--- src/rtl/rxff_pkg.sv ---
// shared constants and types for the uart receive fifo with xon/xoff flow control
// no dependencies; used by rxff_mem, rxff_ctrl and rx_fifo_xon_xoff_core
`default_nettype none

package rxff_pkg;

    // default ring depth
    localparam int DEPTH_DEFAULT = 8;

    // flow-control characters
    localparam logic [7:0] XON_CHAR  = 8'h11;
    localparam logic [7:0] XOFF_CHAR = 8'h13;

    // configuration registers
    localparam int THRESH_W  = 3;
    localparam int CFG_IDX_W = 1;
    localparam logic [CFG_IDX_W-1:0] CFG_SPARE_THRESHOLD = 1'd0;
    localparam logic [CFG_IDX_W-1:0] CFG_FLOW_ENABLE     = 1'd1;
    localparam logic [THRESH_W-1:0]  THRESH_RESET        = 3'd3;
    localparam logic                 FLOW_EN_RESET       = 1'b1;

    // stream widths
    localparam int S_TDATA_W = 16;
    localparam int M_TDATA_W = 24;

    // result flags of one item, handed from the control stage to the output stage
    typedef struct packed {
        logic       read_valid;
        logic       flow_valid;
        logic [7:0] flow_char;
    } result_t;

endpackage

`default_nettype wire

--- src/rtl/rx_fifo_xon_xoff_core.sv ---
// Receive ring buffer of a UART with XON/XOFF flow control. Every item on the
// slave side is either a received byte (tuser 0) or a read request (tuser 1) and
// gives exactly one item on the master side. A new item can be taken every clock
// cycle while the master side keeps up: the next head and tail pointers are computed
// combinationally from the head and tail registers, and the byte store is read
// through its one registered port. The result passes through the first stage register
// and then the output register before it is on the master side; while a result waits
// for m_tready, the first stage takes one more item and then holds s_tready low. The
// store has no reset and needs no clearing pass; only written entries are read.
// Depends on rxff_pkg, rxff_ctrl and rxff_mem.
`default_nettype none

module rx_fifo_xon_xoff_core #(
    parameter int DEPTH = rxff_pkg::DEPTH_DEFAULT
) (
    input  wire                              aclk,
    input  wire                              aresetn,
    // config writes
    input  wire                              cfg_we,
    input  wire [rxff_pkg::CFG_IDX_W-1:0]    cfg_index,
    input  wire [rxff_pkg::THRESH_W-1:0]     cfg_wdata,
    // input items
    input  wire                              s_tvalid,
    output logic                             s_tready,
    // rx_byte[7:0], overrun_error[8], framing_error[9], zero fill
    input  wire [rxff_pkg::S_TDATA_W-1:0]    s_tdata,
    // command[0]
    input  wire                              s_tuser,
    // result items
    output logic                             m_tvalid,
    input  wire                              m_tready,
    // read_valid[0], read_byte[8:1], flow_valid[9], flow_char[17:10], zero fill
    output logic [rxff_pkg::M_TDATA_W-1:0]   m_tdata
);

    logic                            m_tvalid_reg, m_tvalid_next;
    logic [rxff_pkg::M_TDATA_W-1:0]  m_tdata_reg, m_tdata_next;

    logic              out_free;
    logic              st1_pop;
    logic              st1_valid;
    rxff_pkg::result_t st1_result;
    logic [7:0]        st1_rd_data;
    logic [7:0]        read_byte;

    assign out_free = !m_tvalid_reg || m_tready;
    assign st1_pop  = st1_valid && out_free;

    rxff_ctrl #(
        .DEPTH (DEPTH)
    ) u_ctrl (
        .aclk        (aclk),
        .aresetn     (aresetn),
        .cfg_we      (cfg_we),
        .cfg_index   (cfg_index),
        .cfg_wdata   (cfg_wdata),
        .in_valid    (s_tvalid),
        .in_ready    (s_tready),
        .in_command  (s_tuser),
        .in_rx_byte  (s_tdata[7:0]),
        .in_overrun  (s_tdata[8]),
        .in_framing  (s_tdata[9]),
        .st1_pop     (st1_pop),
        .st1_valid   (st1_valid),
        .st1_result  (st1_result),
        .st1_rd_data (st1_rd_data)
    );

    // read byte reads as zero when no byte was returned
    assign read_byte = st1_result.read_valid ? st1_rd_data : 8'h00;

    // pack the result item
    assign m_tdata_next = {6'b0, st1_result.flow_char, st1_result.flow_valid,
                           read_byte, st1_result.read_valid};

    // output register occupancy
    always_comb begin
        if (st1_pop) begin
            m_tvalid_next = 1'b1;
        end else if (m_tready) begin
            m_tvalid_next = 1'b0;
        end else begin
            m_tvalid_next = m_tvalid_reg;
        end
    end

    always_ff @(posedge aclk) begin
        if (!aresetn) begin
            m_tvalid_reg <= 1'b0;
        end else begin
            m_tvalid_reg <= m_tvalid_next;
        end
    end

    always_ff @(posedge aclk) begin
        if (st1_pop) begin
            m_tdata_reg <= m_tdata_next;
        end
    end

    assign m_tvalid = m_tvalid_reg;
    assign m_tdata  = m_tdata_reg;

    // a waiting result is never overwritten
    a_out_hold: assert property (@(posedge aclk) disable iff (!aresetn)
        m_tvalid_reg && !m_tready |=> m_tvalid_reg && $stable(m_tdata_reg))
        else $error("result changed while stalled");

    // read byte is zero whenever no byte was returned
    a_read_byte_zero: assert property (@(posedge aclk) disable iff (!aresetn)
        m_tvalid_reg && !m_tdata_reg[0] |-> (m_tdata_reg[8:1] == 8'h00))
        else $error("read byte set without read valid");

    // flow char is zero whenever no flow request was made
    a_flow_char_zero: assert property (@(posedge aclk) disable iff (!aresetn)
        m_tvalid_reg && !m_tdata_reg[9] |-> (m_tdata_reg[17:10] == 8'h00))
        else $error("flow char set without flow valid");

endmodule

`default_nettype wire

--- src/rtl/rxff_mem.sv ---
// byte store of the receive ring: one write port, one registered read port
// depends on rxff_pkg for the default depth
`default_nettype none

module rxff_mem #(
    parameter int DEPTH = rxff_pkg::DEPTH_DEFAULT
) (
    input  wire                       aclk,
    input  wire                       wr_en,
    input  wire [$clog2(DEPTH)-1:0]   wr_addr,
    input  wire [7:0]                 wr_data,
    input  wire                       rd_en,
    input  wire [$clog2(DEPTH)-1:0]   rd_addr,
    output logic [7:0]                rd_data
);

    logic [7:0] store_reg [DEPTH];
    logic [7:0] rd_data_reg;

    // write port
    always_ff @(posedge aclk) begin
        if (wr_en) begin
            store_reg[wr_addr] <= wr_data;
        end
    end

    // registered read, held between reads
    always_ff @(posedge aclk) begin
        if (rd_en) begin
            rd_data_reg <= store_reg[rd_addr];
        end
    end

    assign rd_data = rd_data_reg;

endmodule

`default_nettype wire

--- src/rtl/rxff_ctrl.sv ---
// pointer control, flow-control decision, config registers and the first result stage
// depends on rxff_pkg and rxff_mem
`default_nettype none

module rxff_ctrl #(
    parameter int DEPTH = rxff_pkg::DEPTH_DEFAULT
) (
    input  wire                              aclk,
    input  wire                              aresetn,
    // config writes
    input  wire                              cfg_we,
    input  wire [rxff_pkg::CFG_IDX_W-1:0]    cfg_index,
    input  wire [rxff_pkg::THRESH_W-1:0]     cfg_wdata,
    // incoming item
    input  wire                              in_valid,
    output logic                             in_ready,
    input  wire                              in_command,
    input  wire [7:0]                        in_rx_byte,
    input  wire                              in_overrun,
    input  wire                              in_framing,
    // first result stage
    input  wire                              st1_pop,
    output logic                             st1_valid,
    output rxff_pkg::result_t                st1_result,
    output logic [7:0]                       st1_rd_data
);

    localparam int PTR_W = $clog2(DEPTH);
    localparam logic [PTR_W-1:0] PTR_LAST = PTR_W'(DEPTH - 1);
    localparam logic [PTR_W:0]   DEPTH_X  = (PTR_W+1)'(DEPTH);

    logic [PTR_W-1:0]             wp_reg, wp_next;
    logic [PTR_W-1:0]             rp_reg, rp_next;
    logic [rxff_pkg::THRESH_W-1:0] thresh_reg;
    logic                         flow_en_reg;
    logic                         st1_valid_reg, st1_valid_next;
    rxff_pkg::result_t            st1_reg, st1_next;

    logic             accept;
    logic             wr_ok;
    logic             rd_ok;
    logic [PTR_W-1:0] wp_inc;
    logic [PTR_W-1:0] rp_inc;
    logic [PTR_W:0]   space_raw;
    logic [PTR_W:0]   space;
    logic             xoff_req;
    logic             xon_req;

    // a new item may enter whenever the first stage is empty or drains this cycle
    assign in_ready = !st1_valid_reg || st1_pop;
    assign accept   = in_valid && in_ready;
    assign wr_ok    = accept && !in_command && !(in_overrun || in_framing);
    assign rd_ok    = accept && in_command && (wp_reg != rp_reg);

    // pointer increments with wrap at the ring depth
    assign wp_inc = (wp_reg == PTR_LAST) ? '0 : wp_reg + 1'b1;
    assign rp_inc = (rp_reg == PTR_LAST) ? '0 : rp_reg + 1'b1;

    // free space after the write, (rp - wp_inc - 1) mod depth
    assign space_raw = {1'b0, rp_reg} + DEPTH_X - {1'b0, wp_inc} - 1'b1;
    assign space     = (space_raw >= DEPTH_X) ? space_raw - DEPTH_X : space_raw;

    assign xoff_req = flow_en_reg && (space <= (PTR_W+1)'(thresh_reg));
    assign xon_req  = flow_en_reg && (wp_reg == rp_inc);

    // next pointers and the result flags of the accepted item
    always_comb begin
        wp_next  = wp_reg;
        rp_next  = rp_reg;
        st1_next = '0;
        if (wr_ok) begin
            wp_next = wp_inc;
            // ring caught up with the tail: drop the oldest byte
            if (wp_inc == rp_reg) begin
                rp_next = rp_inc;
            end
            if (xoff_req) begin
                st1_next.flow_valid = 1'b1;
                st1_next.flow_char  = rxff_pkg::XOFF_CHAR;
            end
        end else if (rd_ok) begin
            rp_next = rp_inc;
            st1_next.read_valid = 1'b1;
            if (xon_req) begin
                st1_next.flow_valid = 1'b1;
                st1_next.flow_char  = rxff_pkg::XON_CHAR;
            end
        end
    end

    // first stage occupancy
    always_comb begin
        if (accept) begin
            st1_valid_next = 1'b1;
        end else if (st1_pop) begin
            st1_valid_next = 1'b0;
        end else begin
            st1_valid_next = st1_valid_reg;
        end
    end

    // control state
    always_ff @(posedge aclk) begin
        if (!aresetn) begin
            wp_reg        <= '0;
            rp_reg        <= '0;
            st1_valid_reg <= 1'b0;
        end else begin
            wp_reg        <= wp_next;
            rp_reg        <= rp_next;
            st1_valid_reg <= st1_valid_next;
        end
    end

    // result flags, loaded with each accepted item
    always_ff @(posedge aclk) begin
        if (accept) begin
            st1_reg <= st1_next;
        end
    end

    // config registers
    always_ff @(posedge aclk) begin
        if (!aresetn) begin
            thresh_reg  <= rxff_pkg::THRESH_RESET;
            flow_en_reg <= rxff_pkg::FLOW_EN_RESET;
        end else if (cfg_we) begin
            case (cfg_index)
                rxff_pkg::CFG_SPARE_THRESHOLD: thresh_reg  <= cfg_wdata;
                rxff_pkg::CFG_FLOW_ENABLE:     flow_en_reg <= cfg_wdata[0];
                default: ;
            endcase
        end
    end

    // byte store
    rxff_mem #(
        .DEPTH (DEPTH)
    ) u_mem (
        .aclk    (aclk),
        .wr_en   (wr_ok),
        .wr_addr (wp_reg),
        .wr_data (in_rx_byte),
        .rd_en   (rd_ok),
        .rd_addr (rp_reg),
        .rd_data (st1_rd_data)
    );

    assign st1_valid  = st1_valid_reg;
    assign st1_result = st1_reg;

    // a stored good byte always leaves the ring non-empty
    a_not_empty_after_write: assert property (@(posedge aclk) disable iff (!aresetn)
        wr_ok |=> (wp_reg != rp_reg))
        else $error("ring empty after a good write");

    // pointers stay inside the ring
    a_ptr_range: assert property (@(posedge aclk) disable iff (!aresetn)
        (wp_reg <= PTR_LAST) && (rp_reg <= PTR_LAST))
        else $error("pointer out of range");

    // a read can only come with an xon, never an xoff
    a_read_flow_char: assert property (@(posedge aclk) disable iff (!aresetn)
        st1_valid_reg && st1_reg.read_valid && st1_reg.flow_valid
            |-> (st1_reg.flow_char == rxff_pkg::XON_CHAR))
        else $error("xoff reported with a read");

    // a stalled result keeps its flags
    a_st1_hold: assert property (@(posedge aclk) disable iff (!aresetn)
        st1_valid_reg && !st1_pop |=> st1_valid_reg && $stable(st1_reg))
        else $error("first stage changed while stalled");

endmodule

`default_nettype wire

--- config.mk ---
export PLATFORM = sky130hd
export DESIGN_NAME = rx_fifo_xon_xoff_core
export DESIGN_NICKNAME = d
export VERILOG_FILES = /design/src/rtl/rxff_pkg.sv /design/src/rtl/rx_fifo_xon_xoff_core.sv /design/src/rtl/rxff_mem.sv /design/src/rtl/rxff_ctrl.sv
export SDC_FILE = /design/constraint.sdc
export NUM_CORES = 1
export LEC_CHECK = 0
export BUFFER_PORTS_ARGS = -buffer_cell sky130_fd_sc_hd__buf_2
export CAP_MARGIN = 20
export CORE_MARGIN = 1
export CORE_UTILIZATION = 57
export CTS_CLUSTER_SIZE = 16
export DETAILED_ROUTE_END_ITERATION = 16
export HOLD_SLACK_MARGIN = 0.06
export PLACE_DENSITY = 0.84
export SLEW_MARGIN = 5
export SYNTH_ARGS = -nofsm -noshare
export SYNTH_HDL_FRONTEND = slang
export SYNTH_HIERARCHICAL = 1
export SYNTH_SLANG_ARGS = --single-unit
--- constraint.sdc ---
create_clock -name aclk -period 6.9 [get_ports aclk]
set_clock_uncertainty 0.1 [all_clocks]
set_input_delay 0.69 -clock aclk [delete_from_list [all_inputs] [get_ports aclk]]
set_output_delay 0.69 -clock aclk [all_outputs]
set_load 0.05 [all_outputs]
==> results of run 1 <==
-- cell usage in the layout, fill, tap and decap left out, drive strengths merged, types with 7 or more instances in the layout --
master  Yosys  layout
and2        9       9
ha         11      11
buf        17      42
mux4       16      16
nor2b       7       7
inv        11      14
nand2      15      15
mux2        8       8
nor2       11      11
conb        2      11
clkbuf      2      10
edfxtp     93      93
dfxtp      12      12
-- per-stage QoR --
| step | utilization | power [mW] | hold WS [ps] | instances |
|---|---|---|---|---|
| floorplan | - | 0.7769 | 300.3 | 260 |
| global placement | 0.6269 | 0.7900 | 303.7 | 382 |
| detailed placement | 0.6269 | 0.7928 | 316.3 | 382 |
| CTS | 0.6525 | 1.139 | 341.1 | 398 |
| global route | 0.6525 | 1.166 | 352.5 | 398 |
| finish | 0.6525 | 1.126 | 342.0 | 398 |
-- cells in the mapped netlist, types with 2 or more instances --
library cell / instances
nand3_1: 4
nor2_1: 11
mux2_2: 8
ha_1: 11
nand2b_1: 4
and2_1: 9
nor3_1: 3
inv_1: 11
mux4_1: 15
dfxtp_1: 12
xor2_1: 4
buf_4: 13
nand2_1: 15
edfxtp_1: 93
clkbuf_1: 2
conb_1: 2
mux2i_1: 6
nor3_2: 2
nor2b_1: 6
-- path summary, 6_finish.rpt --
kind                                           start                        endpoint  cells past startpoint
hold reg to reg   u_ctrl/st1_result[1]$_SDFFCE_PN0P_           m_tdata[11]$_DFFE_PP_                      0
setup reg to reg       u_ctrl/rp_reg[0]$_SDFFE_PN0P_  u_ctrl/st1_result[0]$_DFFE_PP_                      9
setup / recovery       u_ctrl/rp_reg[0]$_SDFFE_PN0P_  u_ctrl/st1_result[0]$_DFFE_PP_                      9
hold / removal    u_ctrl/st1_result[1]$_SDFFCE_PN0P_           m_tdata[11]$_DFFE_PP_                      0
-- power by group --
| group | total (mW) | internal, mW | switching (mW) |
|---|---|---|---|
| Clock | 0.349 | 0.141 | 0.208 |
| Combinational | 0.0715 | 0.0194 | 0.0521 |
| Sequential | 0.706 | 0.701 | 0.00502 |
| Total | 1.13 | 0.861 | 0.265 |
-- kinds of logic after synthesis --
family / Yosys count / synth area share
buffers and inverters: 30 / 0.04270
AOI/OAI and AO/OA: 9 / 0.01519
adders and majority gates: 12 / 0.03611
and+or+nand+nor: 58 / 0.06965
DFF: 105 / 0.6948
muxes: 30 / 0.1298
other: 2 / 0.001720
xor gates and xnor gates: 5 / 0.01003
-- metal layers --
layer  wire (um)  up-vias  GRT usage
met2        3339       67     0.2929
li1            -     1012          -
met3         292       13    0.03601
met5           0        -          0
met1        2717     1054     0.2231
met4         133        0    0.09668
-- area by class of cell --
type	instances	area, um^2	share of cell area
well taps	99	123.9	0.02590
clock buffers	10	127.6	0.02668
flip-flops and latches	105	3033	0.6341
repair buffers	42	217.7	0.04551
multi-input cells	125	1180	0.2467
inverters	11	41.29	0.008632
clock inverters	6	60.06	0.01256
-- worst reg2reg max path, cell delays in order (launching register included) --
cell,delay [ps]
dfxtp_1,1020
ha_1,290
inv_1,50
fa_1,480
inv_1,40
ha_1,270
nor2b_1,120
o21ai_0,70
a32oi_1,240
o2bb2ai_1,100
==> results.md, run 1 <==
* Final nets at 332
* Setup TNS at 0 ps
* R2R Setup Slk at 3870 ps
* Mean post-synth cell area at around 17 um^2
* TritonCTS buffer count at 9
* Fill cell count at 504
* Largest register FFs at 64
* Max Cap Viol at 0
* Final ANT Viol Nets at 0
* Pre-Repair DR Iteration Count at 4
* Slew Viols, Final at 0
* Synthesis-to-layout area growth at 9.573%
* Leakage power at around 1.7 nW
* Initial antenna violation count at 0
* Die area at approximately 0.008 mm^2
* Gr ovfl total at 0
* Worst rel slew slack at 0.3020
* Crit-path cells: ha_1, inv_1, fa_1, inv_1, ha_1, nor2b_1, o21ai_0, a32oi_1, o2bb2ai_1
* Fin. Hold Viols at 0
* Register bit total from synthesis at 105
* Fin crit period at 3032 ps
* Routed WL at about 6500 um
* Layout cells sized above 1 at 0.2341
* Vias in the first global route at 1915
* Row Count at 31
* Critical Path End Type: register
* Max rail drop VDD at 0.1229 mV
* Post-synth EDFFs at 93
* Clk sink count at 105
* Number of H-tree levels at 3
* Clock buffer depth at 2
* CP Class: register to register
* Hold buffers post-CTS at 0
* Maximum fanout along the worst path at 20
* Largest net degree at the start of global routing at 22
* Seq/Total Area, Yosys at 0.6948
* CP Launch Type: register
* Slew @ Worst Pin at 1046 ps
* Critical Path AT at 3050 ps
* Fmax at 329.8 MHz
* First-pass GRT wire length at 9653 um
* DRC at 0
* Global Route Usage Sum at 0.1777
* Final Cycle Share at 0.4394
* GPL Wtd Cong at 0.7407
* Diodes inserted at 0
* Post-placement cell area at about 0.0046 mm^2
* Crit path max-delay family: adder cells
* Post-synth top flop: edfxtp_1
* Synth cell types at 39
* Via density per instance at around 5.4
* Final Setup Violations at 0
* Drt wl/cell at 16.29 um
* Synthesis Warnings at 6
* Unrepaired setup endpoints after global routing: no
* I/O pins at 52
* Outcome: finished, final reports clean
* Hold Path Class: register to register
* Clock Latency Late Sink at 360 ps
* Pre-CTS setup slack at 3716 ps
* Post-synth top area share at 0.6397
* Crit-path slowest cell: dfxtp_1
* Final HPWL DP at ~4300 um
* Die width at 89.52 um
* Vert. Die Dim at about 90 um
* Worst-path clk slew at 100 ps
* Req. time, crit path at 6910 ps
* Post-synthesis instance total at between 200 and 300
* Port bufs at 39
* PD cells at between 200 and 250 mW/mm^2
* Post-cts resize count at 0
* Slowest stage delay, CP at ~1000 ps
* Yosys top cell by area: edfxtp_1
* Root Driver: clkbuf_8
* Post-CTS setup buffer count at 0
* Vias at 2146
* Area contributors post-synth: edfxtp_1 64%, mux4_1 9.0%, dfxtp_1 5.5%
* Ys async rst share at 0
* Initial core utilization at 0.5955
* Worst setup margin at ~3900 ps
* Design area at 0.004783 mm^2
* Buf/Inv on CP at 2
* Initial DRC Count at 98
* Post-synthesis cell area at around 0.0044 mm^2
* Core area at 0.007331 mm^2
* TritonCTS clock tree: built
(Power assumes the default switching activity.)
==> run 2: changes to the inputs <==
Settings changed: ABC_AREA from default to 1.
Clock period 6.9 ns to 2.9 ns, I/O delays scaled along.
==> results.md, run 2 <==
* Register bit total from synthesis at 105 (unchanged)
* Post-synth top area share at 0.5822 (-0.05757)
* Final Cycle Share at 0.8590 (+0.4196)
* Fin. Hold Viols at 0 (unchanged)
* Final Setup Violations at 0 (unchanged)
* Vias in the first global route at 3003 (+57%)
* I/O pins at 52 (unchanged)
* Mean post-synth cell area at 10.14 um^2 (-42%)
* Port bufs at 39 (unchanged)
* Most frequent CP cell: ha_1
* CP Class: register to register
* Critical Path End Type: register
* Post-placement cell area at 0.005035 mm^2 (+9.6%)
* Vert. Die Dim at 93.74 um (+4.7%)
* Hold Path Class: primary input to register
* Fin crit period at 2491 ps (-540.9 ps)
* Post-synthesis cell area at 0.004797 mm^2 (+9.9%)
* Final HPWL DP at 5549 um (+31%)
* Number of H-tree levels at 3 (unchanged)
* Most common cell after layout, fill and taps aside: nand2_1
* Post-synthesis instance total at 473 (+88%)
* Root Driver: clkbuf_8
* Worst setup margin at 408.8 ps (-3459 ps)
* Clk sink count at 105 (unchanged)
* Switch share at 0.2782 (+0.04287)
* Layout cells sized above 1 at 0.1692 (-0.06491)
* Global Route Usage Sum at 0.2165 (+0.03882)
* Synth cell types at 32 (-18%)
* Maximum fanout along the worst path at 6 (-70%)
* Pre-CTS setup slack at 460.2 ps (-3256 ps)
* Core area at 0.008175 mm^2 (+12%)
* Crit-path cells: ha_1, ha_1, inv_1, ha_1, xnor2_1, ha_1, a21o_1, o21ai_0, nand2_1, o22ai_1
* Total Power at 2.936 mW (+160%)
* Largest net degree at the start of global routing at 37 (+68%)
* Register area at 0.003033 mm^2 (unchanged)
* Final nets at 559 (+68%)
* Crit-path slowest cell: dfxtp_1
* Initial core utilization at 0.5868 (-0.008717)
* Largest register FFs at 64 (unchanged)
* TritonCTS clock tree: built
* Slowest stage delay, CP at 380 ps (-640 ps)
* Sequential share of power at 0.583 (-0.044)
* Clock Latency Late Sink at 380 ps (+20 ps)
* Setup TNS at 0 ps (unchanged)
* Commonest cells in the synthesized netlist: 137 x nand2_1, 94 x inv_1, 93 x edfxtp_1
* Final ANT Viol Nets at 0 (unchanged)
* Unrepaired setup endpoints after global routing: no
* Vias at 3166 (+48%)
* Yosys top cell by area: edfxtp_1
* Seq/Total Area, Yosys at 0.6322 (-0.06252)
* Area contributors post-synth: edfxtp_1 58%, nand2_1 11%, inv_1 7.4%
* Leakage power at 2.448 nW (+43%)
* Max rail drop VDD at 0.3630 mV (+200%)
* Area of the multi-input gates at 0.001204 mm^2 (+2.0%)
* Gr ovfl total at 0 (unchanged)
* Most frequent cells in the layout: 137 x nand2_1, 94 x inv_1, 93 x edfxtp_1, 39 x buf_2, 37 x nand3_1
* Req. time, crit path at 3030 ps (-3880 ps)
* Pre-Repair DR Iteration Count at 5 (+1)
* First-pass GRT wire length at 14080 um (+46%)
* Critical Path AT at 2620 ps (-430 ps)
* PD cells at 559.8 mW/mm^2 (+140%)
* DRC at 0 (unchanged)
* Post-synth top flop: edfxtp_1
* Worst-path clk slew at 100 ps (about the same)
* GPL Wtd Cong at 0.8061 (+8.8%)
* Post-CTS setup buffer count at 0 (unchanged)
* Die width at 93.74 um (+4.7%)
* Max Cap Viol at 0 (unchanged)
* P_sw at 0.8167 mW (+210%)
* Post-synth EDFFs at 93 (unchanged)
* Clock power frac at 0.284 (-0.026)
* Internal power at 2.119 mW (+150%)
* Most common cell in the netlist: nand2_1
* Fill cell count at 641 (+27%)
* Synthesis-to-layout area growth at 9.337%
* Fmax at 401.4 MHz (+22%)
* Design area at 0.005245 mm^2 (+9.7%)
* Initial DRC Count at 227 (+130%)
* Ys async rst share at 0 (unchanged)
* Synthesis Warnings at 6 (unchanged)
* TritonCTS buffer count at 9 (unchanged)
* Row Count at 33 (+6.5%)
* Clock buffer depth at 2 (unchanged)
* Slew Viols, Final at 0 (unchanged)
* Via density per instance at 5.009 (-7.1%)
* Drt wl/cell at 13.85 um (-15%)
* Initial antenna violation count at 0 (unchanged)
* Routed WL at 8756 um (+35%)
* CP Launch Type: register
* Die area at 0.008787 mm^2 (+9.7%)
* Comb power frac at 0.133 (+0.070)
* Outcome: finished, final reports clean
## run 2: logic make-up (layout without fill, tap and decap cells)
group | after synthesis | count (layout) | share of synthesized area
adders and majority gates | 12 | 12 | 0.03286
and+or+nand+nor | 210 | 210 | 0.1888
buffers and inverters | 127 | 171 | 0.1247
DFF | 105 | 105 | 0.6322
AOI/OAI and AO/OA | 16 | 16 | 0.01800
xor gates and xnor gates | 1 | 1 | 0.001826
other | 2 | 12 | 0.001566
## run 2: stage by stage
step	utilization	hold slack, ps	cells
6_report	0.6416	76.24	632
5_1_grt	0.6413	74.94	631
4_1_cts	0.6400	69.73	630
3_5_place_dp	0.6159	324.5	612
3_3_place_gp	0.6159	322.1	612
2_1_floorplan	-	288.9	482
## run 2: final cells by class
type,instances,area share
flip-flops and latches,105,0.5782
multi-input cells,250,0.2295
inverters,101,0.07276
repair buffers,54,0.06011
well taps,105,0.02505
clock buffers,9,0.02362
clock inverters,7,0.01026
diodes,1,0.0004771
## run 2: per-layer routing
| layer | routed length [um] | track usage | part of all wire | up-vias |
|---|---|---|---|---|
| met5 | 0 | 0 | 0 | - |
| met4 | 165 | 0.08590 | 0.019 | 0 |
| met3 | 447 | 0.05987 | 0.051 | 14 |
| met2 | 4448 | 0.3577 | 0.51 | 117 |
| met1 | 3695 | 0.2695 | 0.42 | 1483 |
| li1 | - | - | - | 1552 |
## run 2: worst max-delay path, delay by kind of cell (launching register included)
kind | cells | cell delay, ps
buffers and inverters | 1 | 60
adders and majority gates | 4 | 1120
DFF | 1 | 380
xor gates and xnor gates | 1 | 130
AOI/OAI and AO/OA | 3 | 460
and+or+nand+nor | 1 | 100
## run 2: power groups by stage
stage	clock network [mW]	registers [mW]	logic (mW)
after floorplan	0	1.81	0.247
after global placement	0	1.74	0.363
after detailed placement	0	1.75	0.379
after CTS	0.850	1.71	0.386
after global routing	0.925	1.72	0.426
final	0.835	1.71	0.390
## run 2: final timing paths
kind | start | end | slack [ps] | cells past startpoint
worst min register to register | u_ctrl/st1_result[1]$_SDFFCE_PN0P_ | m_tdata[11]$_DFFE_PP_ | 340 | 0
worst max-delay path | u_ctrl/wp_reg[0]$_SDFFE_PN0P_ | u_ctrl/st1_result[0]$_DFFE_PP_ | 410 | 10
worst min-delay path | s_tdata[1] | u_ctrl/u_mem/store_reg[4][1]$_DFFE_PP_ | 80 | 1
worst max register to register | u_ctrl/wp_reg[0]$_SDFFE_PN0P_ | u_ctrl/st1_result[0]$_DFFE_PP_ | 410 | 10
## run 2: timing repair
item / 4_1_cts / 5_1_grt
setup endpoints to repair: 0 / 0
hold endpoints to repair: 3 / 2
hold buffers: 2 / 1
resized for setup: 0 / 0
